--- config.mk ---
export PLATFORM = sky130hd
export DESIGN_NAME = iu2x_window_flat
export DESIGN_NICKNAME = d
export VERILOG_FILES = /design/src/hw/rtl/iu2x_pkg.sv /design/src/hw/rtl/iu2x_if.sv /design/src/hw/rtl/iu2x_window.sv /design/src/flat_wrapper.sv
export SDC_FILE = /design/constraint.sdc
export NUM_CORES = 1
export LEC_CHECK = 0
export ABC_CLOCK_PERIOD_IN_PS = 4700
export BUFFER_PORTS_ARGS = -buffer_cell sky130_fd_sc_hd__buf_2
export CAP_MARGIN = 20
export CORE_ASPECT_RATIO = 1.2
export CORE_MARGIN = 4
export CORE_UTILIZATION = 56
export DETAILED_ROUTE_END_ITERATION = 8
export GPL_TIMING_DRIVEN = 0
export PLACE_DENSITY = 0.87
export SLEW_MARGIN = 20
export SYNTH_ARGS = -nofsm -noshare
export SYNTH_HDL_FRONTEND = slang
export SYNTH_SLANG_ARGS = --single-unit
export TNS_END_PERCENT = 50
--- constraint.sdc ---
create_clock -name clk -period 4.7 [get_ports clk]
set_input_delay 0.47 -clock clk [delete_from_list [all_inputs] [get_ports clk]]
set_output_delay 0.47 -clock clk [all_outputs]
set_load 0.01 [all_outputs]
--- src/hw/rtl/iu2x_pkg.sv ---
// Shared constants and types for the 2x bilinear image upscaler.
// No dependencies; used by all files but the line store.

package iu2x_pkg;

	// Defaults of the top-level parameters
	localparam int MAX_LINE_DEF   = 2048;
	localparam int PIXEL_BITS_DEF = 8;

	// Fixed field widths
	localparam int WIDTH_W    = 12;
	localparam int HEIGHT_W   = 13;
	localparam int WEIGHT_W   = 16;
	localparam int FRAC_BITS  = 16;
	localparam int OUT_X_W    = 12;
	localparam int OUT_Y_W    = 13;
	localparam int ROW_W      = 12;
	localparam int CFG_IDX_W  = 3;
	localparam int CFG_DATA_W = 16;

	// Highest source row index (images are at most 4096 rows high)
	localparam logic [ROW_W-1:0] ROW_MAX = '1;

	// Register indexes of the configuration port
	localparam logic [CFG_IDX_W-1:0] REG_WIDTH   = 3'd0;
	localparam logic [CFG_IDX_W-1:0] REG_HEIGHT  = 3'd1;
	localparam logic [CFG_IDX_W-1:0] REG_W_CENT  = 3'd2;
	localparam logic [CFG_IDX_W-1:0] REG_W_SIDE  = 3'd3;
	localparam logic [CFG_IDX_W-1:0] REG_W_CORN  = 3'd4;

	// Register reset values (9/3/3/1 kernel, VGA frame)
	localparam logic [WIDTH_W-1:0]  WIDTH_RST  = 12'd640;
	localparam logic [HEIGHT_W-1:0] HEIGHT_RST = 13'd480;
	localparam logic [WEIGHT_W-1:0] W_CENT_RST = 16'd36864;
	localparam logic [WEIGHT_W-1:0] W_SIDE_RST = 16'd12288;
	localparam logic [WEIGHT_W-1:0] W_CORN_RST = 16'd4096;

	// Output row/column phase relative to twice the source index:
	// low = 2n-1, mid = 2n, high = 2n+1
	typedef logic [1:0] phase_t;
	localparam phase_t PH_LOW  = 2'd0;
	localparam phase_t PH_MID  = 2'd1;
	localparam phase_t PH_HIGH = 2'd2;

	// Position flags of the source pixel held in the window stage
	typedef struct packed {
		logic first_row;
		logic first_col;
		logic last_row;
		logic last_col;
	} ctl_t;

endpackage

--- src/hw/rtl/iu2x_if.sv ---
// Valid/ready channel interfaces of the 2x upscaler: source pixels, results, config writes.
// Depends on iu2x_pkg for default widths.

interface iu2x_pix_if #(
	parameter int PIXEL_BITS = iu2x_pkg::PIXEL_BITS_DEF
);
	logic                  valid;
	logic                  ready;
	logic [PIXEL_BITS-1:0] pixel;

	modport source (output valid, output pixel, input ready);
	modport sink   (input valid, input pixel, output ready);
endinterface


--- src/hw/rtl/iu2x_window.sv ---
// Input stage of the 2x upscaler: raster counters, left/upper-left pixels, 2x2 window register.
// Depends on iu2x_pkg, iu2x_if; drives the line store ports.

module iu2x_window #(
	parameter int MAX_LINE   = 2048,
	parameter int PIXEL_BITS = 8
) (
	input  logic                          clk,
	input  logic                          arst_n,
	iu2x_pix_if.sink                      pix,
	input  logic [$clog2(MAX_LINE)-1:0]   col_last,
	input  logic [iu2x_pkg::ROW_W-1:0]    row_last,
	// line store
	output logic                          lb_we,
	output logic [$clog2(MAX_LINE)-1:0]   lb_waddr,
	output logic [PIXEL_BITS-1:0]         lb_wdata,
	output logic [$clog2(MAX_LINE)-1:0]   lb_raddr,
	input  logic [PIXEL_BITS-1:0]         lb_rdata,
	// window stage
	input  logic                          done,
	output logic                          s1_valid,
	output iu2x_pkg::ctl_t                ctl_s1,
	output logic [PIXEL_BITS-1:0]         px_s1,
	output logic [PIXEL_BITS-1:0]         lf_s1,
	output logic [PIXEL_BITS-1:0]         up_s1,
	output logic [PIXEL_BITS-1:0]         ul_s1,
	output logic [iu2x_pkg::ROW_W-1:0]    row_s1,
	output logic [$clog2(MAX_LINE)-1:0]   col_s1
);

	localparam int CW = $clog2(MAX_LINE);
	localparam int RW = iu2x_pkg::ROW_W;

	logic [CW-1:0]         col_q, col_d;
	logic [RW-1:0]         row_q, row_d;
	logic [PIXEL_BITS-1:0] left_q, upleft_q;
	logic [PIXEL_BITS-1:0] up, lf, ul;
	logic                  fire;
	iu2x_pkg::ctl_t        ctl;

	assign pix.ready = !s1_valid || done;
	assign fire      = pix.valid && pix.ready;

	// Position of the incoming pixel
	always_comb begin
		ctl.first_row = (row_q == '0);
		ctl.first_col = (col_q == '0);
		ctl.last_row  = (row_q >= row_last);
		ctl.last_col  = (col_q >= col_last);
	end

	// Window neighbors, repeating edge pixels
	always_comb begin
		up = ctl.first_row ? pix.pixel : lb_rdata;
		lf = ctl.first_col ? pix.pixel : left_q;
		if (!ctl.first_row && !ctl.first_col) begin
			ul = upleft_q;
		end else if (!ctl.first_row) begin
			ul = up;
		end else begin
			ul = lf;
		end
	end

	// Advance raster position
	always_comb begin
		col_d = col_q;
		row_d = row_q;
		if (fire) begin
			if (ctl.last_col) begin
				col_d = '0;
				row_d = ctl.last_row ? '0 : RW'(row_q + 1'b1);
			end else begin
				col_d = CW'(col_q + 1'b1);
			end
		end
	end

	// Store this row for the next one; read ahead the slot of the next pixel
	assign lb_we    = fire;
	assign lb_waddr = col_q;
	assign lb_wdata = pix.pixel;
	assign lb_raddr = col_d;

	always_ff @(posedge clk or negedge arst_n) begin
		if (!arst_n) begin
			col_q    <= '0;
			row_q    <= '0;
			left_q   <= '0;
			upleft_q <= '0;
			s1_valid <= 1'b0;
		end else begin
			col_q <= col_d;
			row_q <= row_d;
			if (fire) begin
				left_q   <= pix.pixel;
				upleft_q <= up;
			end
			if (fire) begin
				s1_valid <= 1'b1;
			end else if (done) begin
				s1_valid <= 1'b0;
			end
		end
	end

	// Hold the window for the emitter
	always_ff @(posedge clk) begin
		if (fire) begin
			ctl_s1 <= ctl;
			px_s1  <= pix.pixel;
			lf_s1  <= lf;
			up_s1  <= up;
			ul_s1  <= ul;
			row_s1 <= row_q;
			col_s1 <= col_q;
		end
	end

endmodule

--- src/flat_wrapper.sv ---
// flat-port wrapper written by rule: the top's interface ports become plain ports
module iu2x_window_flat 
#(
	parameter int MAX_LINE   = 2048,
	parameter int PIXEL_BITS = 8
)
  (clk, arst_n, col_last, row_last, lb_we, lb_waddr, lb_wdata, lb_raddr, lb_rdata, done, s1_valid, ctl_s1, px_s1, lf_s1, up_s1, ul_s1, row_s1, col_s1, pix_valid, pix_pixel, pix_ready);
  iu2x_pix_if #(.PIXEL_BITS(PIXEL_BITS)) pix_i ();
  input  logic clk;
  input  logic arst_n;
  input  logic [$clog2(MAX_LINE)-1:0] col_last;
  input  logic [iu2x_pkg::ROW_W-1:0] row_last;
  output logic lb_we;
  output logic [$clog2(MAX_LINE)-1:0] lb_waddr;
  output logic [PIXEL_BITS-1:0] lb_wdata;
  output logic [$clog2(MAX_LINE)-1:0] lb_raddr;
  input  logic [PIXEL_BITS-1:0] lb_rdata;
  input  logic done;
  output logic s1_valid;
  output iu2x_pkg::ctl_t ctl_s1;
  output logic [PIXEL_BITS-1:0] px_s1;
  output logic [PIXEL_BITS-1:0] lf_s1;
  output logic [PIXEL_BITS-1:0] up_s1;
  output logic [PIXEL_BITS-1:0] ul_s1;
  output logic [iu2x_pkg::ROW_W-1:0] row_s1;
  output logic [$clog2(MAX_LINE)-1:0] col_s1;
  input wire logic [$bits(pix_i.valid)-1:0] pix_valid;
  input wire logic [$bits(pix_i.pixel)-1:0] pix_pixel;
  output wire logic [$bits(pix_i.ready)-1:0] pix_ready;
  assign pix_i.valid = pix_valid;
  assign pix_i.pixel = pix_pixel;
  assign pix_ready = pix_i.ready;
  iu2x_window #(.MAX_LINE(MAX_LINE), .PIXEL_BITS(PIXEL_BITS)) u_core (.clk(clk), .arst_n(arst_n), .pix(pix_i), .col_last(col_last), .row_last(row_last), .lb_we(lb_we), .lb_waddr(lb_waddr), .lb_wdata(lb_wdata), .lb_raddr(lb_raddr), .lb_rdata(lb_rdata), .done(done), .s1_valid(s1_valid), .ctl_s1(ctl_s1), .px_s1(px_s1), .lf_s1(lf_s1), .up_s1(up_s1), .ul_s1(ul_s1), .row_s1(row_s1), .col_s1(col_s1));
endmodule
==> Word level (Yosys, flattened, before mapping) <==
Cells that the tools add are included.
{ "op_classes": {"addsub": 2, "n_mul": 0, "div": 0, "order_cmp": 2, "n_eq_ne": 0, "n_shift": 0, "mux": 9, "n_bitwise": 0, "n_reduce_logical": 10} }
{ "op_table": {"columns": ["op", "n"], "rows": [
  ["$mux W8", 4],
  ["$mux W11", 2],
  ["$add A12 B1 Y12 const B", 1],
  ["$ge A12 B12 Y1", 1],
  ["$logic_not A12 Y1", 1],
  ["$mux W12", 1],
  ["$add A11 B1 Y11 const B", 1],
  ["$ge A11 B11 Y1", 1],
  ["$logic_not A11 Y1", 1],
  ["$logic_not A1 Y1", 3],
  ["$logic_and A1 B1 Y1", 2],
  ["$mux W1", 2],
  ["$reduce_and A2 Y1", 1],
  ["$reduce_bool A2 Y1", 1],
  ["$logic_or A1 B1 Y1", 1]
]} }
{ "totals": {"register_bits": 99, "latchBits": 0, "mem_bits_rw": 0, "romBits": 0, "input_bits": 43, "output_inout_bits": 92, "elab_cells": 38, "memories": 0} }

==> Longest topological paths before layout <==
{ "depth": {"word_depth": 4, "mapped_depth": 9, "ltp_nobuf": 8} }

==> Worst setup path before layout <==
Ideal clock, no wire load.
{ "synth_path": {"path_type": "input to output", "from": "input port done", "to": "output port lb_we", "arrival_ps": 2835, "required_ps": 4230, "slack_ps": 1395, "cell_stages": 4, "n_path_buf": 1, "path_cell_list": "nand2b_1 nand2_1 inv_1 clkbuf_1"} }
{ "synth_via": {"elab_chain_cells": 2} }
{ "synth_lines": {"columns": ["item", "line_no", "source"], "rows": [
  ["start, declared", "flat_wrapper.sv:18", "input logic done;"],
  ["$logic_or A1 B1 Y1", "iu2x_window.sv:41", "assign pix.ready = !s1_valid || done;"],
  ["$logic_and A1 B1 Y1", "iu2x_window.sv:42", "assign fire = pix.valid && pix.ready;"],
  ["end, declared", "flat_wrapper.sv:13", "output logic lb_we;"]
]} }
No other way between the ends.

==> Worst setup path after layout <==
{ "layout_path": {"from": "register u_core.col_q[6], in the netlist u_core.lb_waddr[6]", "to": "output port lb_raddr[6]"} }
{ "layout_via": {"elab_chain_cells": 3, "elab_cells_between_ends": 4, "classes_between": "add/sub (1); order compare (1); mux (2)"} }
{ "layout_lines": {"columns": ["item", "line_no", "source"], "rows": [
  ["start, declared", "iu2x_window.sv:34", "logic [CW-1:0] col_q, col_d;"],
  ["start signal, assigned", "iu2x_window.sv:93", "col_q <= col_d;"],
  ["$add A11 B1 Y11 or $ge A11 B11 Y1 (tied branches)", "iu2x_window.sv:74, iu2x_window.sv:49", null],
  ["$mux W11", "iu2x_window.sv:70", "if (ctl.last_col) begin"],
  ["$mux W11 *", "iu2x_window.sv:69", "if (fire) begin"],
  ["end, declared", "flat_wrapper.sv:16", "output logic [$clog2(MAX_LINE)-1:0] lb_raddr;"]
]} }
Every way passes the cells marked *; elsewhere a longest branch is shown, timed or not.

==> results by stage <==
Status:
- The flow ran to the end, and the final reports show no timing, DRC or antenna violations.

Logic synthesis:
- The count of distinct cell types in the synthesized netlist is 43.
- The post-synthesis cell count is 397.
- The multiplexer area fraction after synthesis is 4.135%.
- In this run, synthesis inferred 59 flip-flops with an integrated enable.
- The number of storage elements in the synthesis netlist is 99.
- The synthesized netlist devotes 7.297% of its cell area to adder and majority cells.
- The predominant post-synthesis flop cell is edfxtp_1.
- The post-synthesis share of cell area spent on and, or, nand and nor gates is 14.73%.
- The yosys synthesis warning count is 0.
- The xor-xnor portion of the synthesized cell area is 0.9459%.
- The mean instance size in the synthesized netlist is 11.66 um^2.
- The share of synthesized registers carrying an async set or reset is 40.40%.
- Synthesis produced a netlist with a net count of 467.
- The sequential-to-total area share from yosys stat is 59.89%.
- The largest family of logic cells by synthesized area is simple AND/OR/NAND/NOR gates.
- The synthesized-area fraction occupied by ao, oa, aoi and oai cells is 8.351%.
- In this run the cell area of the synthesized design comes to 4629 um^2.

Route:
- The detail route stage leaves a number of antenna-violating nets equal to 0.
- Dividing the detail-routed via count by the number of cells gives 5.513.
- The first detailed-routing pass ran for 4 iterations.
- The routed length per instance is 15.96 um.
- The routed layout has 3545 vias.
- The detailed router finished its first iteration with 248 violations.
- The post-route DRC violation count is 0.
- After detailed routing, the total wire length is 10.26 mm.

Power:
- The peak supply drop is 196.3 uV.
- In this run the power density over the cells is 412.9 nW/um^2.
- Summed over all cells, the static leakage comes to 2.741 nW.

Worst setup path:
- The element type at the critical path end is an output port.
- Data on the critical path is required at its endpoint by 4.23 ns.
- The highest fanout seen on the critical path is 9.
- For the worst setup path, the data arrival time is 2.88 ns.
- The critical path startpoint category is a register.
- The critical path in this run is classified as reg2out.

Placement:
- The number of buffers inserted by port buffering is 134.
- The routability-driven placement congestion ratio is 0.8017.
- The HPWL after detailed placement is 7.486 mm.

CTS:
- The post-CTS clock slew at the launch and capture registers of the worst setup and hold paths is 0.09 ns.
- TritonCTS built the clock tree.
- The total clock sinks is 99.
- Counting the buffers created by CTS gives 9.
- The H-tree depth is 3.
- The CTS root buffer is clkbuf_8.
- The number of gates resized after CTS was 0.
- In this run the deepest clock path goes through 2 buffers.
- The count of buffers added by post-CTS timing repair for setup is 0.
- The clock insertion delay at the later pin of the skew report is 0.37 ns.
- The number of hold buffers added after CTS was 0.

STA:
- In this run the tightest slew margin relative to its limit is 40.03%.
- Setup total negative slack on the finished layout was measured at 0 ns.
- Setup repair after global routing left no endpoint under its margin.
- The final setup violation count is 0.
- Subtracting the final worst setup slack from the clock period gives 3.348 ns.
- For this run, the top clock speed supported by timing is 298.7 MHz.
- The worst hold-check slack is 0.2207 ns.
- The hold violation total from the final report was 0.
- At the pin with the least slew margin, the transition time is 0.8995 ns.
- The final-report max-slew violation count came to 0.
- The part of the cycle the worst path needs is 71.23%.
- The clock arrives with 0.01097 ns of skew.

GRT:
- Summed over all layers, the global routing overflow is 0.
- The maximum number of pins on one net before global-route repair is 58.
- The via count of the first global-routing pass is 3499.
- The number of antenna violations at the first check in global routing is 0.
- The overall routing resource usage is 22.25%.
- The global-route wire length before repair is 17.04 mm.

Finish:
- From synthesis to final layout, the design area changed by 21.57%.
- Cells with a size suffix above 1 make up 33.21% of the layout.
- The number of antenna diodes in the final layout is 0.
- The net total in the final layout is 613.

Floorplanning:
- The area of the core is 8108 um^2.
- For this design the top-level I/O count stands at 135.
- The die height is 107.6 um.
- The width of the die is 91 um.
- The initial utilization of the core area, before any placement, comes to 57.10%.
- The placement row count is 36.
- The area of the die is 9792 um^2.

Hold path:
- The path class of the tightest hold or removal check is in2async.

Flow run:
- The count of max-cap constraint violations is 0.
[where the power goes]
group	internal, mW	switching, mW
Sequential	1.09	0.101
Clock	0.208	0.296
Combinational	0.268	0.360
[per-layer routing]
metal	wire (um)	up-vias	share of wire, %	GRT usage (%)
li1	-	1692	-	-
met1	4118	1685	40	26.47
met2	5213	145	51	37.93
met3	618	23	6.0	4.685
met4	312	0	3.0	11.85
met5	0	-	0	0
[cells in the mapped netlist, types with 2 or more instances]
cell type   n  share of area (%)
dfrtp_1    40                 22
o31ai_1     2               0.32
edfxtp_1   59                 38
a21o_1      3               0.49
xor2_1      4               0.76
and3_1     10                1.4
nor2b_1     8                1.1
o21ai_1     4               0.43
o2111ai_1   2               0.38
and4_1      2               0.38
nor4b_1     2               0.38
nand3_1    10                1.1
clkbuf_1    7               0.57
nor2_1     21                1.7
nor3_1      4               0.43
buf_4      10                1.6
a21oi_1     5               0.54
a31oi_1     9                1.2
ha_1       27                7.3
inv_1      28                2.3
o21a_1      2               0.32
o21ai_0    11                1.2
nor4_1      2               0.27
nand2_1    75                6.1
nand4_1     4               0.54
a22o_1     10                1.9
mux2_2     17                4.1
nand2b_1    3               0.41
and2_1      2               0.27
[metrics by stage]
stage	power (mW)	cell area [um^2]	utilization [%]	instances	setup slack, ns
floorplan	1.576	4629	-	397	1.395
global placement	1.808	5419	66.84	626	0.2561
detailed placement	1.838	5450	67.22	627	1.676
CTS	2.333	5628	69.41	643	1.353
global route	2.465	5628	69.41	643	1.069
finish	2.324	5628	69.41	643	1.352
[final timing paths]
kind	to	depth (start not counted)	start	slack, ns
setup / recovery	lb_raddr[6]	7	u_core.lb_waddr[6]$_DFF_PN0_	1.35
hold / removal	u_core.upleft_q[5]$_DFFE_PN0P_	1	arst_n	0.22
setup reg to reg	u_core.ul_s1[0]$_DFFE_PP_	8	u_core.lb_waddr[0]$_DFF_PN0_	1.95
hold reg to reg	u_core.left_q[3]$_DFFE_PN0P_	2	u_core.left_q[3]$_DFFE_PN0P_	0.48
max in group asynchronous	u_core.lb_waddr[10]$_DFF_PN0_	1	arst_n	3.92
min in group clk	u_core.s1_valid$_DFFE_PN0P_	2	pix_valid	0.31
[layout by cell type, fill, tap and decap left out, types with 5 or more instances in the layout]
cell / count
inv_1: 28
nand2_1: 75
edfxtp_1: 59
clkbuf_1: 7
mux2_2: 17
buf_2: 135
and3_1: 10
nor2b_1: 8
clkbuf_8: 10
o21ai_0: 11
ha_1: 27
nand3_1: 10
a21oi_1: 5
buf_4: 10
a22o_1: 10
a31oi_1: 9
nor2_1: 21
dfrtp_1: 40
[state kept, by name, indices dropped and copies added, names as in the netlist]
| register | count |
|---|---|
| u_core.row_q | 12 |
| u_core.ctl_s1 | 4 |
| u_core.upleft_q | 8 |
| u_core.ul_s1 | 8 |
| u_core.row_s1 | 12 |
| u_core.up_s1 | 8 |
| u_core.lb_waddr | 11 |
| u_core.left_q | 8 |
| u_core.s1_valid | 1 |
| u_core.lf_s1 | 8 |
| u_core.col_s1 | 11 |
| u_core.px_s1 | 8 |
[cell type report]
type	instances	area (um^2)
timing repair buffer	135	698.2
tap	95	118.9
fill	616	2480
buffer	18	110.1
inverter	29	108.9
clock inverter	5	36.28
clock buffer	11	141.4
sequential	99	2773
multi-input combinational	251	1642
[kinds of logic (layout without fill, tap and decap cells)]
kind of cell / after synthesis / count (layout)
AOI/OAI and AO/OA: 55 / 55
xor gates and xnor gates: 5 / 5
adders and majority gates: 27 / 27
buffers and inverters: 47 / 198
DFF: 99 / 99
muxes: 17 / 17
and+or+nand+nor: 147 / 147
[critical path: stages, from the launching register on]
cell,delay (ns)
dfrtp_1,0.48
ha_1,0.35
a21oi_1,0.13
a21oi_1,0.09
a2111oi_2,0.61
nand3_1,0.30
o31ai_1,0.34
buf_2,0.21
No activity file was read; power rests on OpenSTA's default activity.
