<file path="src/hw/rtl/iu2x_pkg.sv">
// Shared constants and types for the 2x bilinear image upscaler.
// No dependencies; used by all files but the line store.

package iu2x_pkg;

	// Defaults of the top-level parameters
	localparam int MAX_LINE_DEF   = 2048;
	localparam int PIXEL_BITS_DEF = 8;

	// Fixed field widths
	localparam int WIDTH_W    = 12;
	localparam int HEIGHT_W   = 13;
	localparam int WEIGHT_W   = 16;
	localparam int FRAC_BITS  = 16;
	localparam int OUT_X_W    = 12;
	localparam int OUT_Y_W    = 13;
	localparam int ROW_W      = 12;
	localparam int CFG_IDX_W  = 3;
	localparam int CFG_DATA_W = 16;

	// Highest source row index (images are at most 4096 rows high)
	localparam logic [ROW_W-1:0] ROW_MAX = '1;

	// Register indexes of the configuration port
	localparam logic [CFG_IDX_W-1:0] REG_WIDTH   = 3'd0;
	localparam logic [CFG_IDX_W-1:0] REG_HEIGHT  = 3'd1;
	localparam logic [CFG_IDX_W-1:0] REG_W_CENT  = 3'd2;
	localparam logic [CFG_IDX_W-1:0] REG_W_SIDE  = 3'd3;
	localparam logic [CFG_IDX_W-1:0] REG_W_CORN  = 3'd4;

	// Register reset values (9/3/3/1 kernel, VGA frame)
	localparam logic [WIDTH_W-1:0]  WIDTH_RST  = 12'd640;
	localparam logic [HEIGHT_W-1:0] HEIGHT_RST = 13'd480;
	localparam logic [WEIGHT_W-1:0] W_CENT_RST = 16'd36864;
	localparam logic [WEIGHT_W-1:0] W_SIDE_RST = 16'd12288;
	localparam logic [WEIGHT_W-1:0] W_CORN_RST = 16'd4096;

	// Output row/column phase relative to twice the source index:
	// low = 2n-1, mid = 2n, high = 2n+1
	typedef logic [1:0] phase_t;
	localparam phase_t PH_LOW  = 2'd0;
	localparam phase_t PH_MID  = 2'd1;
	localparam phase_t PH_HIGH = 2'd2;

	// Position flags of the source pixel held in the window stage
	typedef struct packed {
		logic first_row;
		logic first_col;
		logic last_row;
		logic last_col;
	} ctl_t;

endpackage

</file>
<file path="src/hw/rtl/iu2x_if.sv">


interface iu2x_res_if #(
	parameter int PIXEL_BITS = iu2x_pkg::PIXEL_BITS_DEF
);
	logic                          valid;
	logic                          ready;
	logic [iu2x_pkg::OUT_X_W-1:0]  out_x;
	logic [iu2x_pkg::OUT_Y_W-1:0]  out_y;
	logic [PIXEL_BITS-1:0]         value;
	logic                          last;

	modport source (output valid, output out_x, output out_y, output value, output last,
		input ready);
	modport sink   (input valid, input out_x, input out_y, input value, input last,
		output ready);
endinterface


</file>
<file path="src/hw/rtl/iu2x_emit.sv">
// Result stage of the 2x upscaler: walks the output pixels of one window and blends each one.
// Depends on iu2x_pkg, iu2x_if.

module iu2x_emit #(
	parameter int MAX_LINE   = 2048,
	parameter int PIXEL_BITS = 8
) (
	input  logic                            clk,
	input  logic                            arst_n,
	input  logic                            s1_valid,
	input  iu2x_pkg::ctl_t                  ctl_s1,
	input  logic [PIXEL_BITS-1:0]           px_s1,
	input  logic [PIXEL_BITS-1:0]           lf_s1,
	input  logic [PIXEL_BITS-1:0]           up_s1,
	input  logic [PIXEL_BITS-1:0]           ul_s1,
	input  logic [iu2x_pkg::ROW_W-1:0]      row_s1,
	input  logic [$clog2(MAX_LINE)-1:0]     col_s1,
	input  logic [iu2x_pkg::WEIGHT_W-1:0]   w_cent,
	input  logic [iu2x_pkg::WEIGHT_W-1:0]   w_side,
	input  logic [iu2x_pkg::WEIGHT_W-1:0]   w_corn,
	output logic                            done,
	iu2x_res_if.source                      res
);

	localparam int P  = PIXEL_BITS;
	localparam int WW = iu2x_pkg::WEIGHT_W;
	localparam int FB = iu2x_pkg::FRAC_BITS;
	localparam int SW = WW + P + 3;
	localparam int XW = iu2x_pkg::OUT_X_W;
	localparam int YW = iu2x_pkg::OUT_Y_W;

	iu2x_pkg::phase_t rstep_q, cstep_q;
	iu2x_pkg::phase_t rstart, cstart, rend, cend, rph, cph;
	logic             adv, row_end, col_end, item_last;
	logic             su, sl, nu, nl;
	logic [P-1:0]     near, side_a, side_b, diag;
	logic [P:0]       side_sum;
	logic [WW+P-1:0]  prod_c, prod_k;
	logic [WW+P:0]    prod_s;
	logic [SW-1:0]    sum;
	logic [SW-FB-1:0] whole;
	logic [P-1:0]     value;
	logic [XW-1:0]    ox;
	logic [YW-1:0]    oy;

	// Window element: u selects the upper row, l the left column
	function automatic logic [P-1:0] pick(input logic u, input logic l,
		input logic [P-1:0] p0, input logic [P-1:0] pl,
		input logic [P-1:0] pu, input logic [P-1:0] pul);
		if (u) begin
			return l ? pul : pu;
		end
		return l ? pl : p0;
	endfunction

	// Output phases covered by this window
	assign rstart = ctl_s1.first_row ? iu2x_pkg::PH_MID : iu2x_pkg::PH_LOW;
	assign cstart = ctl_s1.first_col ? iu2x_pkg::PH_MID : iu2x_pkg::PH_LOW;
	assign rend   = ctl_s1.last_row ? iu2x_pkg::PH_HIGH : iu2x_pkg::PH_MID;
	assign cend   = ctl_s1.last_col ? iu2x_pkg::PH_HIGH : iu2x_pkg::PH_MID;
	assign rph    = 2'(rstart + rstep_q);
	assign cph    = 2'(cstart + cstep_q);

	assign row_end   = (rph == rend);
	assign col_end   = (cph == cend);
	assign item_last = row_end && col_end;
	assign adv       = s1_valid && (!res.valid || res.ready);
	assign done      = adv && item_last;

	// Nearest pixel and neighbor toward the output pixel, per axis
	assign su = (rph == iu2x_pkg::PH_LOW);
	assign nu = (rph == iu2x_pkg::PH_MID) && !ctl_s1.first_row;
	assign sl = (cph == iu2x_pkg::PH_LOW);
	assign nl = (cph == iu2x_pkg::PH_MID) && !ctl_s1.first_col;

	always_comb begin
		near   = pick(su, sl, px_s1, lf_s1, up_s1, ul_s1);
		side_a = pick(su, nl, px_s1, lf_s1, up_s1, ul_s1);
		side_b = pick(nu, sl, px_s1, lf_s1, up_s1, ul_s1);
		diag   = pick(nu, nl, px_s1, lf_s1, up_s1, ul_s1);
	end

	// Blend, drop the fraction, saturate
	assign side_sum = {1'b0, side_a} + {1'b0, side_b};
	assign prod_c   = w_cent * near;
	assign prod_s   = w_side * side_sum;
	assign prod_k   = w_corn * diag;
	assign sum      = SW'(prod_c) + SW'(prod_s) + SW'(prod_k);
	assign whole    = sum[SW-1:FB];
	assign value    = (|whole[SW-FB-1:P]) ? {P{1'b1}} : whole[P-1:0];

	// Output coordinates: twice the source index plus phase minus one
	assign ox = XW'({XW'(col_s1), 1'b0}) + XW'(cph) - XW'(1);
	assign oy = YW'({row_s1, 1'b0}) + YW'(rph) - YW'(1);

	// Step through columns, then rows
	always_ff @(posedge clk or negedge arst_n) begin
		if (!arst_n) begin
			rstep_q   <= '0;
			cstep_q   <= '0;
			res.valid <= 1'b0;
		end else begin
			if (adv) begin
				if (col_end) begin
					cstep_q <= '0;
					rstep_q <= row_end ? '0 : 2'(rstep_q + 1'b1);
				end else begin
					cstep_q <= 2'(cstep_q + 1'b1);
				end
			end
			if (adv) begin
				res.valid <= 1'b1;
			end else if (res.ready) begin
				res.valid <= 1'b0;
			end
		end
	end

	// Result word register
	always_ff @(posedge clk) begin
		if (adv) begin
			res.out_x <= ox;
			res.out_y <= oy;
			res.value <= value;
			res.last  <= item_last;
		end
	end

endmodule

</file>
<file path="src/flat_wrapper.sv">
// flat-port wrapper written by rule: the top's interface ports become plain ports
module iu2x_emit_flat 
#(
	parameter int MAX_LINE   = 2048,
	parameter int PIXEL_BITS = 8
)
  (clk, arst_n, s1_valid, ctl_s1, px_s1, lf_s1, up_s1, ul_s1, row_s1, col_s1, w_cent, w_side, w_corn, done, res_valid, res_out_x, res_out_y, res_value, res_last, res_ready);
  iu2x_res_if #(.PIXEL_BITS(PIXEL_BITS)) res_i ();
  input  logic clk;
  input  logic arst_n;
  input  logic s1_valid;
  input  iu2x_pkg::ctl_t ctl_s1;
  input  logic [PIXEL_BITS-1:0] px_s1;
  input  logic [PIXEL_BITS-1:0] lf_s1;
  input  logic [PIXEL_BITS-1:0] up_s1;
  input  logic [PIXEL_BITS-1:0] ul_s1;
  input  logic [iu2x_pkg::ROW_W-1:0] row_s1;
  input  logic [$clog2(MAX_LINE)-1:0] col_s1;
  input  logic [iu2x_pkg::WEIGHT_W-1:0] w_cent;
  input  logic [iu2x_pkg::WEIGHT_W-1:0] w_side;
  input  logic [iu2x_pkg::WEIGHT_W-1:0] w_corn;
  output logic done;
  output wire logic [$bits(res_i.valid)-1:0] res_valid;
  output wire logic [$bits(res_i.out_x)-1:0] res_out_x;
  output wire logic [$bits(res_i.out_y)-1:0] res_out_y;
  output wire logic [$bits(res_i.value)-1:0] res_value;
  output wire logic [$bits(res_i.last)-1:0] res_last;
  input wire logic [$bits(res_i.ready)-1:0] res_ready;
  assign res_valid = res_i.valid;
  assign res_out_x = res_i.out_x;
  assign res_out_y = res_i.out_y;
  assign res_value = res_i.value;
  assign res_last = res_i.last;
  assign res_i.ready = res_ready;
  iu2x_emit #(.MAX_LINE(MAX_LINE), .PIXEL_BITS(PIXEL_BITS)) u_core (.clk(clk), .arst_n(arst_n), .s1_valid(s1_valid), .ctl_s1(ctl_s1), .px_s1(px_s1), .lf_s1(lf_s1), .up_s1(up_s1), .ul_s1(ul_s1), .row_s1(row_s1), .col_s1(col_s1), .w_cent(w_cent), .w_side(w_side), .w_corn(w_corn), .done(done), .res(res_i));
endmodule
</file>
<file path="config.mk">
export PLATFORM = sky130hd
export DESIGN_NAME = iu2x_emit_flat
export DESIGN_NICKNAME = d
export VERILOG_FILES = /design/src/hw/rtl/iu2x_pkg.sv /design/src/hw/rtl/iu2x_if.sv /design/src/hw/rtl/iu2x_emit.sv /design/src/flat_wrapper.sv
export SDC_FILE = /design/constraint.sdc
export NUM_CORES = 1
export LEC_CHECK = 0
export ABC_AREA = 1
export BUFFER_PORTS_ARGS = -buffer_cell sky130_fd_sc_hd__buf_2
export CORE_AREA = 4 4 149 179
export CTS_CLUSTER_DIAMETER = 100
export DETAILED_ROUTE_END_ITERATION = 10
export DIE_AREA = 0 0 153 183
export GPL_ROUTABILITY_DRIVEN = 0
export PLACE_DENSITY = 0.9
export SLEW_MARGIN = 20
export SYNTH_ARGS = -nofsm -noshare
export SYNTH_HDL_FRONTEND = slang
export SYNTH_SLANG_ARGS = --single-unit
</file>
<file path="constraint.sdc">
create_clock -name clk -period 31.6 [get_ports clk]
set_input_delay 1.58 -clock clk [delete_from_list [all_inputs] [get_ports clk]]
set_output_delay 1.58 -clock clk [all_outputs]
set_load 0.01 [all_outputs]
</file>
* After elaboration in Yosys (flattened, before gate mapping)
Cells that the tools add are included. W data, S select, Z words.
Word-level totals: register bits 39, bits in latches 0, memory bits (writable) 0, memory bits (read-only) 0, bits of input ports 111, output and inout port bits 36, word-level logic and storage cells 61, memories kept 0
Cells by class: $add $sub $neg 11, $mul 3, div/mod/pow operators 0, $lt $le $gt $ge 0, eq/ne operators 4, shift operators 0, mux-type cells 22, bitwise operators 0, reductions and logical operators 14
Operators with widths (count):
- $mux W8 | 12
- $mul A16 B8 Y24 | 2
- $add A27 B24 Y27 | 1
- $add A24 B25 Y26 | 1
- $mul A16 B9 Y25 | 1
- $add A13 B2 Y13 | 1
- $sub A13 B1 Y13 const B | 1
- $add A12 B2 Y12 | 1
- $sub A12 B1 Y12 const B | 1
- $add A8 B8 Y9 | 1
- $mux W2 | 4
- $mux W1 | 6
- $logic_and A1 B1 Y1 | 5
- $add A2 B1 Y2 const B | 2
- $add A2 B2 Y2 | 2
- $eq A2 B1 Y1 const B | 2
- $eq A2 B2 Y1 | 2
- $logic_not A2 Y1 | 2
- $logic_not A1 Y1 | 3
- $reduce_or A3 Y1 | 1
- $reduce_and A2 Y1 | 1
- $reduce_bool A2 Y1 | 1
- $logic_or A1 B1 Y1 | 1

* Longest topological paths before layout
depth in word-level cells 12, mapped depth 59, gate-level depth less buffers 59

* Least setup slack after synthesis
No wires, ideal clock.
path kind input-to-reg, start input port ctl_s1[3] (netlist bit), end register u_core.res.value[3], data pin, library setup time 0.257 ns, arrival time 11.871 ns, data required time 31.343 ns, setup slack 19.472 ns, stages 46, path buffers 2, cells stage by stage ha_1 -> inv_2 -> nor2_2 -> inv_2 -> nor2_2 -> buf_2 -> mux2i_1 -> ha_1 -> inv_1 -> fa_1 -> xnor2_1 -> clkbuf_1 -> nand2_1 -> fa_1 -> inv_1 -> fa_1 -> inv_1 -> fa_1 -> [... 10 more ...] -> a21boi_1 -> o21ai_0 -> xnor2_1 -> fa_1 -> fa_1 -> fa_1 -> fa_1 -> inv_1 -> ha_1 -> nand2_1 -> nor2_1 -> nand3_1 -> nor4b_1 -> nand2_2 -> nand3_1 -> nand3_2 -> nor2_4 -> nand2_1
On the way: word-level cells in the longest chain between the ends 11, elaborated cells between the ends (all ways) 19, classes of those cells add/sub (4); mul (3); eq/ne (1); mux (7); reduce/logical (4)
Ends and longest elaborated chain:
- start: declaration | RTL line flat_wrapper.sv:12 | input iu2x_pkg::ctl_t ctl_s1;
- $mux W1 | RTL line iu2x_emit.sv:57 | assign rstart = ctl_s1.first_row ? iu2x_pkg::PH_MID : iu2x_pkg::PH_LOW;
- $add A2 B2 Y2 | RTL line iu2x_emit.sv:61 | assign rph = 2'(rstart + rstep_q);
- $eq A2 B1 Y1 | RTL line iu2x_emit.sv:72 | assign nu = (rph == iu2x_pkg::PH_MID) && !ctl_s1.first_row;
- $logic_and A1 B1 Y1 | RTL line iu2x_emit.sv:72
- $mux W1 | RTL line iu2x_emit.sv:50 | if (u) begin
- $mux W8 | RTL line iu2x_emit.sv:53 | return l ? pl : p0;
- $add A8 B8 Y9 | RTL line iu2x_emit.sv:84 | assign side_sum = {1'b0, side_a} + {1'b0, side_b};
- $mul A16 B9 Y25 | RTL line iu2x_emit.sv:86 | assign prod_s = w_side * side_sum;
- $add A24 B25 Y26 | RTL line iu2x_emit.sv:88 | assign sum = SW'(prod_c) + SW'(prod_s) + SW'(prod_k);
- $add A27 B24 Y27 * | RTL line iu2x_emit.sv:88
- $reduce_or A3 Y1 | RTL line iu2x_emit.sv:90 | assign value = (|whole[SW-FB-1:P]) ? {P{1'b1}} : whole[P-1:0];
- end: declaration | RTL line iu2x_if.sv:13 | modport source (output valid, output out_x, output out_y, output value, output last,
Every way passes the cells marked *; elsewhere a longest branch is shown, timed or not. A chain may end at the register's enable or synchronous reset.

* Worst setup path after layout
start input port ctl_s1[2] (netlist bit), end register u_core.res.value[5], data pin
On the way: word-level cells in the longest chain between the ends 12, elaborated cells between the ends (all ways) 25, classes of those cells add/sub (4); mul (3); eq/ne (1); mux (13); reduce/logical (4)
Ends and longest elaborated chain:
- $mux W1 | RTL line iu2x_emit.sv:58 | assign cstart = ctl_s1.first_col ? iu2x_pkg::PH_MID : iu2x_pkg::PH_LOW;
- $add A2 B2 Y2 | RTL line iu2x_emit.sv:62 | assign cph = 2'(cstart + cstep_q);
- $eq A2 B1 Y1 | RTL line iu2x_emit.sv:74 | assign nl = (cph == iu2x_pkg::PH_MID) && !ctl_s1.first_col;
- $logic_and A1 B1 Y1 | RTL line iu2x_emit.sv:74
- $mux W8 | RTL line iu2x_emit.sv:51 | return l ? pul : pu;
- $mux W8 | RTL line iu2x_emit.sv:50
- $mux W8 | RTL line iu2x_emit.sv:53
- $add A8 B8 Y9 | RTL line iu2x_emit.sv:84
- $mul A16 B9 Y25 | RTL line iu2x_emit.sv:86
- $add A24 B25 Y26 | RTL line iu2x_emit.sv:88
- $add A27 B24 Y27 * | RTL line iu2x_emit.sv:88
- $reduce_or A3 Y1 | RTL line iu2x_emit.sv:90
Every way passes the cells marked *; elsewhere a longest branch is shown, timed or not. The select of a mux whose other input is x is not followed.

==> run metrics <==
Fillers 1789; Final Util 72.02%; Ports 147; worst-margin pin slew 760.5 ps; final wirelength 42070 um; Most common cell on crit path fa_1; Mean Syn Cell Area 7.758 um2; CTS hold repair buffers 0; CTS Buf Count 5; nets 2863; WP buf/inv 10; Final Slew Violations 0; DIE WIDTH 153 um; GRT overflow 0; post-synth top area share 39.79%; Routed Antenna Nets 0; vias in the first global route 15330; layout cells sized above 1 9.011%; commonest non-fill, non-tap cells in the layout inv_1, nand2_1, fa_1; Critical Path Source Type input port; Worst-Skew Late Latency 280 ps; Final Skew 2.790 ps; #FFs+latches synth 39; Max Clk Rate 74.67 MHz; dpl hpwl 36810 um; crit path DAT 13420 ps; clk slew on worst S/H paths 60 ps; DR pass1 iterations 7; CTS H-Tree Depth 2; Critical Path RT 31620 ps; Die ar. 28000 um2; clk buf depth 2; relative slew slack 49.25%; synthesized instance count 2153; RSZ-0062 raised after global routing no; pin count of the biggest net entering global routing 38; post-CTS setup buffer count 0; Top FF cell, synth edfxtp_1; max cap viols 0; Synth area leaders fa_1, inv_1, ha_1; worst setup path class in -> reg; Mapped Area 16700 um2; most common cell after layout, fill and taps aside inv_1; PortBufs 146; die height 183 um; Sum Neg Setup Slack 0 ps; number of cell rows 63; outcome finished clean; Syn Nets 2753; area leader, netlist fa_1; global-route wire length before repair 70310 um; PostCTS Resize Cnt 0; CP Max Fanout 16; Iter 0 DRT Violations 1122; initial antenna violation count 2; remaining routing DRC violations 0; via count 14580; crit-path leading delay family adder cells; critical path capture point type flip-flop; core area 24750 um2; CTS tree built; synthesis-to-layout area growth 6.720%; root buffer cell clkbuf_16; final worst path period share 42.38%; setup slack at placement 18160 ps; slack of the critical path 18210 ps; WL per Instance 16.24 um; Via density 5.628; Async SR Flop Fraction 12.82%; Worst path slowest cell fa_1; Clock Sinks 39; Seq/Total Area, Yosys 6.862%; synth unique cells 46; Hold WC Path Type reg -> reg; clock period minus worst slack 13390 ps; Fin. Hold Viols 0; synth warn 0; crit-path max cell delay 530 ps; all-layer global routing usage 30.59%; final setup fails 0; EDFF count, synth 34; initial core utilization 67.48%; Hold Slack 535.6 ps
-- through the flow --
stage / instances / instance area, um2
floorplan: 2153 / 16700
global placement: 2581 / 17650
detailed placement: 2581 / 17650
CTS: 2589 / 17820
global route: 2591 / 17820
finish: 2591 / 17820
-- cell usage after synthesis, types with 8 or more instances --
cell type	n
nand3_1	24
clkbuf_1	9
ha_1	157
o21ai_0	68
xnor2_1	20
or2_2	11
edfxtp_1	34
buf_1	16
inv_1	578
nor2_1	185
fa_1	332
nand2_2	9
a21oi_1	75
nand2_1	480
xor2_1	32
buf_2	16
inv_2	13
o21ai_1	8
nor3_1	8
-- area by class of cell --
| cell class | instances | area (um2) | area share [%] |
|---|---|---|---|
| multi-input cells | 1475 | 13120 | 73.62 |
| inverters | 594 | 2230 | 12.51 |
| flip-flops and latches | 39 | 1146 | 6.430 |
| repair buffers | 148 | 745.7 | 4.184 |
| well taps | 325 | 406.6 | 2.281 |
| clock buffers | 5 | 125.1 | 0.7020 |
| clock inverters | 3 | 43.79 | 0.2457 |
| diodes | 2 | 5.005 | 0.02808 |
-- worst register-to-register path, delay by kind of cell (launching register included) --
family,cells,cell delay [ps]
buffers and inverters,9,1100
xor gates and xnor gates,1,260
AOI/OAI and AO/OA,10,1860
DFF,1,420
adders and majority gates,14,5940
and+or+nand+nor,16,2580
-- cell families (layout without fill, tap and decap cells) --
| logic type | after synthesis | count (layout) | synth area share [%] |
|---|---|---|---|
| AOI/OAI and AO/OA | 185 | 185 | 6.076 |
| DFF | 39 | 39 | 6.862 |
| adders and majority gates | 489 | 489 | 51.55 |
| other | 0 | 2 | 0 |
| buffers and inverters | 639 | 750 | 14.57 |
| and+or+nand+nor | 747 | 747 | 18.05 |
| muxes | 1 | 1 | 0.05993 |
| xor gates and xnor gates | 53 | 53 | 2.824 |
-- sequential cells by signal (all words and copies together), names as in the netlist --
register and flops:
u_core.res.out_x 12, u_core.res.value 8, u_core.cstep_q 2, u_core.rstep_q 2
u_core.res.valid 1, u_core.res.last 1, u_core.res.out_y 13
-- routing by layer --
metal / vias to the layer above / wire, um / track usage [%]
met5: - / 0 / 0
met4: 0 / 2792 / 16.79
met1: 6988 / 14720 / 36.77
li1: 6529 / - / -
met3: 217 / 3735 / 4.933
met2: 848 / 20820 / 52.98
-- final timing paths --
path                                          startpoint  slack, ps                                end  cells after the start
setup / recovery                               ctl_s1[2]      18210  u_core.res.value[5]$_SDFFCE_PP1P_                     51
hold / removal              u_core.res.valid$_DFFE_PN0P_        540       u_core.res.valid$_DFFE_PN0P_                      2
setup reg to reg           u_core.cstep_q[0]$_DFFE_PN0P_      19180  u_core.res.value[5]$_SDFFCE_PP1P_                     50
hold reg to reg             u_core.res.valid$_DFFE_PN0P_        540       u_core.res.valid$_DFFE_PN0P_                      2
max in group asynchronous                         arst_n      30350      u_core.cstep_q[0]$_DFFE_PN0P_                      1
min in group asynchronous                         arst_n       1110       u_core.res.valid$_DFFE_PN0P_                      1
Power is left out: the tool's default activity adds up to more than one toggle a clock period on the data nets, which glitch-free logic cannot reach.
